===== src/rtl/sirt_pkg.sv =====
`default_nettype none

package sirt_pkg;

    localparam int VALUE_W    = 32;
    localparam int CHAR_W     = 8;
    localparam int CFG_DATA_W = 64;
    localparam int CFG_IDX_W  = 2;
    localparam int COUNT_W    = 5;

    localparam logic [CFG_IDX_W-1:0] REG_DIGITS_LOW  = 2'd0;
    localparam logic [CFG_IDX_W-1:0] REG_DIGITS_HIGH = 2'd1;
    localparam logic [CFG_IDX_W-1:0] REG_DIGIT_COUNT = 2'd2;

    localparam logic [CHAR_W-1:0] CHAR_NUL   = 8'h00;
    localparam logic [CHAR_W-1:0] CHAR_PLUS  = 8'h2B;
    localparam logic [CHAR_W-1:0] CHAR_MINUS = 8'h2D;

    localparam int WORD_CHARS = CFG_DATA_W / CHAR_W;

    localparam int DIV_STEPS  = 8;
    localparam int DIV_CYCLES = VALUE_W / DIV_STEPS;
    localparam int DIV_CNT_W  = $clog2(DIV_CYCLES);

    localparam int BUF_DEPTH = VALUE_W;
    localparam int BUF_IDX_W = $clog2(BUF_DEPTH);
    localparam int ND_W      = BUF_IDX_W + 1;

    typedef struct packed {
        logic load;
        logic div_step;
        logic div_first;
        logic div_last;
        logic emit_sign;
        logic emit_digit;
    } sirt_cmd_t;

    typedef struct packed {
        logic alpha_ok;
        logic neg;
        logic quot_zero;
        logic out_free;
        logic nd_one;
    } sirt_status_t;

endpackage

`default_nettype wire


===== src/rtl/sirt_ctrl.sv =====
`default_nettype none

module sirt_ctrl
    import sirt_pkg::*;
(
    input  wire logic         clk,
    input  wire logic         rst_n,
    input  wire logic         in_valid,
    output logic              in_stall,
    output sirt_cmd_t         cmd,
    input  wire sirt_status_t status
);

    localparam logic [2:0] ST_IDLE  = 3'd0;
    localparam logic [2:0] ST_CHECK = 3'd1;
    localparam logic [2:0] ST_DIV   = 3'd2;
    localparam logic [2:0] ST_SIGN  = 3'd3;
    localparam logic [2:0] ST_EMIT  = 3'd4;

    localparam logic [DIV_CNT_W-1:0] STEP_LAST = DIV_CNT_W'(DIV_CYCLES - 1);

    logic [2:0]           state_reg;
    logic [2:0]           state_next;
    logic [DIV_CNT_W-1:0] step_cnt_reg;
    logic [DIV_CNT_W-1:0] step_cnt_next;

    assign in_stall = (state_reg != ST_IDLE);

    always_comb
    begin
        state_next    = state_reg;
        step_cnt_next = step_cnt_reg;
        cmd           = '0;
        unique case (state_reg)
            ST_IDLE:
            begin
                if (in_valid)
                begin
                    cmd.load   = 1'b1;
                    state_next = ST_CHECK;
                end
            end
            ST_CHECK:
            begin
                step_cnt_next = '0;
                state_next    = status.alpha_ok ? ST_DIV : ST_IDLE;
            end
            ST_DIV:
            begin
                cmd.div_step  = 1'b1;
                cmd.div_first = (step_cnt_reg == '0);
                cmd.div_last  = (step_cnt_reg == STEP_LAST);
                step_cnt_next = step_cnt_reg + DIV_CNT_W'(1);
                if (cmd.div_last)
                begin
                    step_cnt_next = '0;
                    if (status.quot_zero)
                    begin
                        state_next = status.neg ? ST_SIGN : ST_EMIT;
                    end
                end
            end
            ST_SIGN:
            begin
                if (status.out_free)
                begin
                    cmd.emit_sign = 1'b1;
                    state_next    = ST_EMIT;
                end
            end
            ST_EMIT:
            begin
                if (status.out_free)
                begin
                    cmd.emit_digit = 1'b1;
                    if (status.nd_one)
                    begin
                        state_next = ST_IDLE;
                    end
                end
            end
            default:
            begin
                state_next = ST_IDLE;
            end
        endcase
    end

    always_ff @(posedge clk or negedge rst_n)
    begin
        if (!rst_n)
        begin
            state_reg    <= ST_IDLE;
            step_cnt_reg <= '0;
        end
        else
        begin
            state_reg    <= state_next;
            step_cnt_reg <= step_cnt_next;
        end
    end

    // An accepted number is always followed by the alphabet check.
    assert property (@(posedge clk) disable iff (!rst_n)
        (state_reg == ST_IDLE && in_valid) |=> (state_reg == ST_CHECK))
        else $error("accepted number did not enter the alphabet check");

    // An invalid alphabet returns to idle without emitting anything.
    assert property (@(posedge clk) disable iff (!rst_n)
        (state_reg == ST_CHECK && !status.alpha_ok) |=> (state_reg == ST_IDLE))
        else $error("invalid alphabet did not return to idle");

    // A digit division is never cut short before its last step.
    assert property (@(posedge clk) disable iff (!rst_n)
        (state_reg == ST_DIV && step_cnt_reg != STEP_LAST) |=> (state_reg == ST_DIV))
        else $error("division left before its last step");

endmodule

`default_nettype wire


===== src/rtl/sirt_dp.sv =====
`default_nettype none

module sirt_dp
    import sirt_pkg::*;
#(
    parameter int MAX_DIGITS = 16
)
(
    input  wire logic                  clk,
    input  wire logic                  rst_n,
    input  wire logic                  cfg_write,
    input  wire logic [CFG_IDX_W-1:0]  cfg_index,
    input  wire logic [CFG_DATA_W-1:0] cfg_data,
    input  wire logic signed [VALUE_W-1:0] value,
    input  wire logic                  out_stall,
    output logic                       out_valid,
    output logic [CHAR_W-1:0]          out_char,
    output logic                       last,
    input  wire sirt_cmd_t             cmd,
    output sirt_status_t               status
);

    localparam int IDX_W = (MAX_DIGITS > 1) ? $clog2(MAX_DIGITS) : 1;

    logic [CHAR_W-1:0]  digit_reg [MAX_DIGITS];
    logic [COUNT_W-1:0] count_reg;
    logic               alpha_ok_reg;
    logic               alpha_ok_next;

    logic [VALUE_W-1:0] mag_reg;
    logic [VALUE_W-1:0] mag_next;
    logic [COUNT_W-1:0] rem_reg;
    logic [COUNT_W-1:0] rem_next;
    logic               neg_reg;
    logic [ND_W-1:0]    nd_reg;
    logic [ND_W-1:0]    nd_dec;
    logic [IDX_W-1:0]   buf_reg [BUF_DEPTH];

    logic [CHAR_W-1:0]  out_char_reg;
    logic               last_reg;
    logic               out_valid_reg;

    logic [VALUE_W-1:0] value_u;
    logic [VALUE_W-1:0] mag_load;

    always_ff @(posedge clk or negedge rst_n)
    begin
        if (!rst_n)
        begin
            for (int i = 0; i < MAX_DIGITS; i++)
            begin
                digit_reg[i] <= '0;
            end
        end
        else if (cfg_write)
        begin
            if (cfg_index == REG_DIGITS_LOW)
            begin
                for (int i = 0; i < WORD_CHARS && i < MAX_DIGITS; i++)
                begin
                    digit_reg[i] <= cfg_data[CHAR_W*i +: CHAR_W];
                end
            end
            if (cfg_index == REG_DIGITS_HIGH)
            begin
                for (int i = WORD_CHARS; i < MAX_DIGITS; i++)
                begin
                    digit_reg[i] <= cfg_data[CHAR_W*(i-WORD_CHARS) +: CHAR_W];
                end
            end
        end
    end

    always_ff @(posedge clk or negedge rst_n)
    begin
        if (!rst_n)
        begin
            count_reg    <= '0;
            alpha_ok_reg <= 1'b0;
        end
        else
        begin
            if (cfg_write && cfg_index == REG_DIGIT_COUNT)
            begin
                count_reg <= cfg_data[COUNT_W-1:0];
            end
            alpha_ok_reg <= alpha_ok_next;
        end
    end

    // The alphabet needs from two to MAX_DIGITS digits, none of them a sign or NUL, and no repeats.
    always_comb
    begin
        alpha_ok_next = (count_reg >= COUNT_W'(2)) && (count_reg <= COUNT_W'(MAX_DIGITS));
        for (int i = 0; i < MAX_DIGITS; i++)
        begin
            if (COUNT_W'(i) < count_reg)
            begin
                if (digit_reg[i] == CHAR_NUL || digit_reg[i] == CHAR_PLUS ||
                    digit_reg[i] == CHAR_MINUS)
                begin
                    alpha_ok_next = 1'b0;
                end
                for (int j = 0; j < i; j++)
                begin
                    if (digit_reg[j] == digit_reg[i])
                    begin
                        alpha_ok_next = 1'b0;
                    end
                end
            end
        end
    end

    assign value_u  = $unsigned(value);
    assign mag_load = value_u[VALUE_W-1] ? (~value_u + VALUE_W'(1)) : value_u;

    // Restoring division of the magnitude by the radix, several quotient bits per cycle.
    always_comb
    begin
        logic [COUNT_W-1:0] trial;
        trial    = '0;
        rem_next = cmd.div_first ? '0 : rem_reg;
        mag_next = mag_reg;
        for (int k = 0; k < DIV_STEPS; k++)
        begin
            trial    = {rem_next[COUNT_W-2:0], mag_next[VALUE_W-1]};
            mag_next = {mag_next[VALUE_W-2:0], 1'b0};
            if (trial >= count_reg)
            begin
                rem_next    = trial - count_reg;
                mag_next[0] = 1'b1;
            end
            else
            begin
                rem_next = trial;
            end
        end
    end

    assign nd_dec = nd_reg - ND_W'(1);

    always_ff @(posedge clk)
    begin
        if (cmd.load)
        begin
            mag_reg <= mag_load;
            neg_reg <= value_u[VALUE_W-1];
        end
        else if (cmd.div_step)
        begin
            mag_reg <= mag_next;
            rem_reg <= rem_next;
        end
        if (cmd.div_last)
        begin
            buf_reg[nd_reg[BUF_IDX_W-1:0]] <= rem_next[IDX_W-1:0];
        end
        if (cmd.emit_sign)
        begin
            out_char_reg <= CHAR_MINUS;
            last_reg     <= 1'b0;
        end
        else if (cmd.emit_digit)
        begin
            out_char_reg <= digit_reg[buf_reg[nd_dec[BUF_IDX_W-1:0]]];
            last_reg     <= (nd_reg == ND_W'(1));
        end
    end

    always_ff @(posedge clk or negedge rst_n)
    begin
        if (!rst_n)
        begin
            nd_reg        <= '0;
            out_valid_reg <= 1'b0;
        end
        else
        begin
            priority if (cmd.load)
            begin
                nd_reg <= '0;
            end
            else if (cmd.div_last)
            begin
                nd_reg <= nd_reg + ND_W'(1);
            end
            else if (cmd.emit_digit)
            begin
                nd_reg <= nd_dec;
            end
            if (cmd.emit_sign || cmd.emit_digit)
            begin
                out_valid_reg <= 1'b1;
            end
            else if (!out_stall)
            begin
                out_valid_reg <= 1'b0;
            end
        end
    end

    assign out_valid = out_valid_reg;
    assign out_char  = out_char_reg;
    assign last      = last_reg;

    assign status.alpha_ok  = alpha_ok_reg;
    assign status.neg       = neg_reg;
    assign status.quot_zero = (mag_next == '0);
    assign status.out_free  = !out_valid_reg || !out_stall;
    assign status.nd_one    = (nd_reg == ND_W'(1));

    // Each finished digit leaves a remainder below the radix.
    assert property (@(posedge clk) disable iff (!rst_n)
        cmd.div_last |=> (rem_reg < count_reg))
        else $error("remainder not below the radix after a digit");

    // A digit is only emitted while the buffer still holds one.
    assert property (@(posedge clk) disable iff (!rst_n)
        cmd.emit_digit |-> (nd_reg != '0))
        else $error("digit emitted from an empty buffer");

endmodule

`default_nettype wire


===== src/rtl/signed_int_to_radix_text.sv =====
// Sequence: the number is accepted, the alphabet is checked, each digit is found in the
// eight-bit-per-cycle divider, then a minus sign if negative and the digits leave through
// the output register, one character per cycle when the output is not stalled.
// No new number is taken until the last character of the item has been emitted.
// An invalid alphabet ends the item after the check with no transfer on the output.
// Reset clears the alphabet and digit count, so no text is produced until configured.
`default_nettype none

module signed_int_to_radix_text
    import sirt_pkg::*;
#(
    parameter int MAX_DIGITS = 16
)
(
    input  wire logic                      clk,
    input  wire logic                      rst_n,
    input  wire logic                      cfg_write,
    input  wire logic [CFG_IDX_W-1:0]      cfg_index,
    input  wire logic [CFG_DATA_W-1:0]     cfg_data,
    input  wire logic                      in_valid,
    output logic                           in_stall,
    input  wire logic signed [VALUE_W-1:0] value,
    output logic                           out_valid,
    input  wire logic                      out_stall,
    output logic [CHAR_W-1:0]              out_char,
    output logic                           last
);

    sirt_cmd_t    cmd;
    sirt_status_t status;

    sirt_ctrl u_ctrl (
        .clk      (clk),
        .rst_n    (rst_n),
        .in_valid (in_valid),
        .in_stall (in_stall),
        .cmd      (cmd),
        .status   (status)
    );

    sirt_dp #(
        .MAX_DIGITS (MAX_DIGITS)
    ) u_dp (
        .clk       (clk),
        .rst_n     (rst_n),
        .cfg_write (cfg_write),
        .cfg_index (cfg_index),
        .cfg_data  (cfg_data),
        .value     (value),
        .out_stall (out_stall),
        .out_valid (out_valid),
        .out_char  (out_char),
        .last      (last),
        .cmd       (cmd),
        .status    (status)
    );

endmodule

`default_nettype wire

===== config.mk =====
export PLATFORM = sky130hd
export DESIGN_NAME = signed_int_to_radix_text
export DESIGN_NICKNAME = d
export VERILOG_FILES = /design/src/rtl/sirt_pkg.sv /design/src/rtl/sirt_ctrl.sv /design/src/rtl/sirt_dp.sv /design/src/rtl/signed_int_to_radix_text.sv
export SDC_FILE = /design/constraint.sdc
export NUM_CORES = 1
export LEC_CHECK = 0
export BUFFER_PORTS_ARGS = -buffer_cell sky130_fd_sc_hd__buf_2
export CAP_MARGIN = 15
export CORE_ASPECT_RATIO = 0.75
export CORE_MARGIN = 10
export CORE_UTILIZATION = 55
export DETAILED_ROUTE_END_ITERATION = 7
export PLACE_DENSITY_LB_ADDON = 0.15
export SYNTH_ARGS = -nofsm -noshare
export SYNTH_HDL_FRONTEND = slang
export SYNTH_SLANG_ARGS = --single-unit
export TNS_END_PERCENT = 20

===== constraint.sdc =====
create_clock -name clk -period 16.34 [get_ports clk]
set_clock_uncertainty 0.2 [all_clocks]
set_input_delay 1.634 -clock clk [delete_from_list [all_inputs] [get_ports clk]]
set_output_delay 1.634 -clock clk [all_outputs]
set_load 0.02 [all_outputs]

==> impl_metrics.tcl, run 1 <==
set metrics [dict create \
    cts_resized 0 \
    post-route-util_pct 59.9 \
    die_h_um 218 \
    tns_ps 0 \
    clk_latency_ps 570 \
    crit_path_start_kind "flop" \
    endpoint_kind "flop" \
    drv_cap 0 \
    io_pins 114 \
    cts_hold_buffers 0 \
    crit_arrival_ps 14670 \
    min_path_type "reg2reg" \
    dr_total_vias 24000 \
    cts_tree "done" \
    synth_top_cells_by_area "edfxtp_1 (17%), xor2_1 (16%), xnor2_1 (15%), dfrtp_1 (13%), mux2_2 (6.9%)" \
    yosysMostFrequentCell "xor2_1" \
    detail_route.iter0.violations 3612 \
    cts_buffers 35 \
    postSynthAreaPerCell_um2 9.71 \
    avgRoutedWirePerCell_um 27.8 \
    yosysTopAreaCell "edfxtp_1" \
    cts_num_sinks 320 \
    use_met2_pct 45.7 \
    max_stage_delay_ps 510 \
    cts.clk_slew.worst_paths_ps 70 \
    tightestPinTransition_ps 1370 \
    io_buffers 113 \
    initial_core_util_pct 55.8 \
    slowest_stage "dfrtp_1" \
    maxSlewHeadroom_pct 8.35 \
    grt-busiest-layer "met2" \
    globalplace.congestion 1.00 \
    yosysWarnings 0 \
    post_cts_buffers 0 \
    cts_htree_levels 2 \
    status "finished clean" \
    grt_pass1_vias 23400 \
    grt_use_total_pct 31.7 \
    fin_cells 3654 \
    die_w_um 284 \
    cts_root_buf "clkbuf_16" \
    syn_nets 3130 \
    gr-total-overflow 0 \
    dp.cells 3590 \
    setup_viol 0 \
    synth-seq-cells 320 \
    synth_common_cells "xor2_1 (537), xnor2_1 (488), mux2_2 (176)" \
    final_nets 3083 \
    required_ps 16640 \
    ys_async_sr_fraction_pct 45.6 \
    cp_max_fo 14 \
    postRouteAntennaNets 0 \
    rows 72 \
    fmax_mhz 69.6 \
    grt_max_degree 95 \
    syn_inst 2971 \
    drive_gt1_share_pct 18.0 \
    rsz0062_at_grt "false" \
    crit_top_cell "o21ai_0" \
    drc 0 \
    grtUsageMet1_pct 44.4 \
    die-area_mm2 0.0621 \
    grt_pass1_wl_um 152000 \
    fillers 4407 \
    cts_buffer_depth 3 \
    ys.flop_type "edfxtp_1" \
    period_minus_slack_ps 14370 \
    synth.distinct_cells 92 \
    fin_crit_sh_pct 87.9 \
    core_area_mm2 0.0517 \
    finalMaxSlewViolations 0 \
    synth_top_area_share_pct 17.2 \
    grt_use_met3_pct 9.60 \
    viasPerCell 6.56 \
    drtPass1Iterations 8 \
    hold_violations 0 \
    synth_seq_area_share_pct 30.5 \
    worstSetupPathType "reg2reg" \
    syn_to_final_growth_pct 7.36 \
    synth_edf_count 165 \
    hpwlAfterDp_um 67200 \
    hold_ws_ps 308 \
    totalWireLength_um 102000 \
    syn_area_mm2 0.0288 \
    antenna_found_initial 1 \
]
[layout make-up]
class / instances / area, µm² / share of cell area, %
clock buffer: 42 / 912 / 2.95
multi-input combinational: 2295 / 18400 / 59.5
antenna: 1 / 2.50 / 0.00808
clock inverter: 21 / 324 / 1.05
timing repair buffer: 235 / 1490 / 4.81
inverter: 37 / 139 / 0.449
tap: 703 / 880 / 2.84
sequential: 320 / 8790 / 28.4
[path summary, 6_finish.rpt]
kind                       slack (ps)                 from  cells past startpoint                   to
setup / recovery                 1970  u_ctrl.state_reg[2]                     67  u_ctrl.state_reg[0]
hold / removal                    310   u_dp.digit_reg[18]                      1   u_dp.digit_reg[18]
setup reg to reg                 1970  u_ctrl.state_reg[2]                     67  u_ctrl.state_reg[0]
hold reg to reg                   310   u_dp.digit_reg[18]                      1   u_dp.digit_reg[18]
max in group asynchronous       13670                rst_n                      2   u_dp.digit_reg[82]
min in group asynchronous         990                rst_n                      1   u_dp.digit_reg[54]
[metal layers]
| layer | part of all wire [%] | wire (µm) | vias to the layer above |
|---|---|---|---|
| met3 | 13 | 13700 | 286 |
| li1 | - | - | 10200 |
| met1 | 42 | 43000 | 11800 |
| met2 | 41 | 41300 | 1645 |
| met5 | 0.014 | 14 | - |
| met4 | 3.7 | 3730 | 2 |
[worst max-delay path: cells and delay by family (launching register included)]
kind            cells  cell delay (ps)
fa+ha+maj           8             2350
compound gates     28             4940
flops               1              510
simple gates       22             4090
buf+inv             4              420
mux                 5             1750
[per-stage QoR]
| stage | instance area, µm² | worst slack [ps] |
|---|---|---|
| 3_5_place_dp | 29700 | 2120 |
| 3_3_place_gp | 29700 | 2780 |
| 6_report | 31000 | 1970 |
| 5_1_grt | 31000 | 237 |
| 2_1_floorplan | 28800 | 3600 |
| 4_1_cts | 31000 | 2090 |
[cells by family after synthesis]
family,synth area share (%)
xor+xnor,31.2
simple gates,12.7
buf+inv,5.68
flops,30.5
compound gates,6.45
mux,10.8
fa+ha+maj,2.64
[cells in the final DEF (no fill, tap or decap), drive strengths merged, types with 6 or more instances in the layout]
master and instances:
xor2 538, xnor2 489, buf 235, mux2 178, edfxtp 165, nand4 150
dfrtp 146, nor4 142, nand2 141, nor2 115, o21ai 99, a21oi 59
mux2i 53, ha 48, clkbuf 42, inv 38, nor3 28, mux4 26
a22oi 21, nor2b 20, nand3 20, or4 14, o31ai 13, clkinv 13
a31oi 11, o22ai 11, nand2b 10, dfxtp 9, a21boi 9, fa 8
o41ai 8, or3 7, o211ai 6, bufinv 6, a2111oi 6
Power of run 1 is not shown: default switching activity piles up to over one toggle a cycle in this logic, so the estimate is an artifact.
==> run 2: changes to the inputs <==
- CELL_PAD_IN_SITES_DETAIL_PLACEMENT: default -> 2
- CELL_PAD_IN_SITES_GLOBAL_PLACEMENT: default -> 2
- CORE_UTILIZATION: 55 -> 42
==> impl_metrics.tcl, run 2 (synthesis gave the netlist of run 1 again) <==
set metrics [dict create \
    drtPass1Iterations 5 \
    cp_max_fo 33 \
    hold_violations 0 \
    crit_top_cell "o21ai_0" \
    period_minus_slack_ps 14850 \
    die_w_um 323 \
    final_nets 3103 \
    crit_arrival_ps 14940 \
    avgRoutedWirePerCell_um 33.2 \
    min_path_type "reg2reg" \
    maxSlewHeadroom_pct 18.6 \
    critPathBufInv 4 \
    tightestPinTransition_ps 1220 \
    cts_hold_buffers 0 \
    cts.clk_slew.worst_paths_ps 60 \
    antenna_found_initial 2 \
    grt_pass1_vias 26700 \
    cts_htree_levels 2 \
    fmax_mhz 67.3 \
    grt_pass1_wl_um 188000 \
    drv_cap 0 \
    crit_path_start_kind "flop" \
    detail_route.iter0.violations 2937 \
    cts_num_sinks 320 \
    die-area_mm2 0.0796 \
    tns_ps 0 \
    drive_gt1_share_pct 18.6 \
    core_area_mm2 0.0682 \
    postRouteAntennaNets 0 \
    cts_root_buf "clkbuf_16" \
    io_pins 114 \
    totalWireLength_um 129000 \
    final_common_cell "xor2_1" \
    cts_resized 0 \
    initial_core_util_pct 42.3 \
    clk_latency_ps 590 \
    post_cts_buffers 0 \
    grt_use_total_pct 31.7 \
    syn_to_final_growth_pct 9.05 \
    cts_buffer_depth 3 \
    hpwlAfterDp_um 84200 \
    layout_common_cells "xor2_1 (537), xnor2_1 (488), mux2_2 (176), edfxtp_1 (165), nand4_1 (150)" \
    cts_buffers 37 \
    rows 83 \
    viasPerCell 6.39 \
    gr-total-overflow 0 \
    rsz0062_at_grt "true" \
    crit_family "compound AO/OA/AOI/OAI gates" \
    die_h_um 247 \
    worstSetupPathType "reg2reg" \
    io_buffers 113 \
    globalplace.congestion 0.917 \
    required_ps 16430 \
    fin_crit_sh_pct 90.9 \
    drc 0 \
    grt_max_degree 76 \
    setup_viol 0 \
    endpoint_kind "flop" \
    slowest_stage "mux2_2" \
    finalMaxSlewViolations 0 \
    max_stage_delay_ps 770 \
    cts_tree "done" \
    status "finished clean" \
    dr_total_vias 24700 \
]
run 2: layout make-up:
type / count / area [µm²]
antenna: 1 / 2.50
clock buffer: 49 / 1010
clock inverter: 18 / 294
fill: 7164 / 36800
inverter: 37 / 139
multi-input combinational: 2295 / 18400
sequential: 320 / 8790
tap: 892 / 1120
timing repair buffer: 253 / 1660
run 2: worst paths after layout:
path | from | endpoint | slack [ps] | cells after the start
hold reg to reg | u_dp.last | u_dp.last | 310 | 2
setup reg to reg | u_ctrl.state_reg[2] | u_dp.buf_reg[3][3] | 1490 | 64
hold / removal | u_dp.last | u_dp.last | 310 | 2
max in group asynchronous | rst_n | u_dp.nd_reg[0] | 13830 | 3
min in group asynchronous | rst_n | u_dp.digit_reg[115] | 880 | 1
setup / recovery | u_ctrl.state_reg[2] | u_dp.buf_reg[3][3] | 1490 | 64
run 2: per-stage QoR:
step           utilization (%)  instance area, µm²  cells  worst slack (ps)  hold WS [ps]
3_5_place_dp              44.1               30100   3795              1280           300
5_1_grt                   46.1               31400   3864             -39.4           328
6_report                  46.1               31400   3865              1490           310
3_3_place_gp              44.1               30100   3795              2400           289
4_1_cts                   46.0               31400   3862              1260           313
2_1_floorplan                -               28800   2971              3600           255
run 2: per-layer routing:
| layer | vias up | GRT usage [%] | routed length (µm) |
|---|---|---|---|
| met4 | 2 | 10.4 | 4530 |
| met3 | 279 | 6.62 | 11800 |
| li1 | 10200 | - | - |
| met1 | 13000 | 44.5 | 57000 |
| met5 | - | 0 | 13 |
| met2 | 1199 | 48.1 | 55200 |
run 2: tightest hold or removal path: cells and delay by family, from the launching register on:
family             cells  cell delay (ps)
AOI/OAI and AO/OA      1               60
DFF                    1              330
and+or+nand+nor        1               60
Power of run 2 is left out for the same reason.
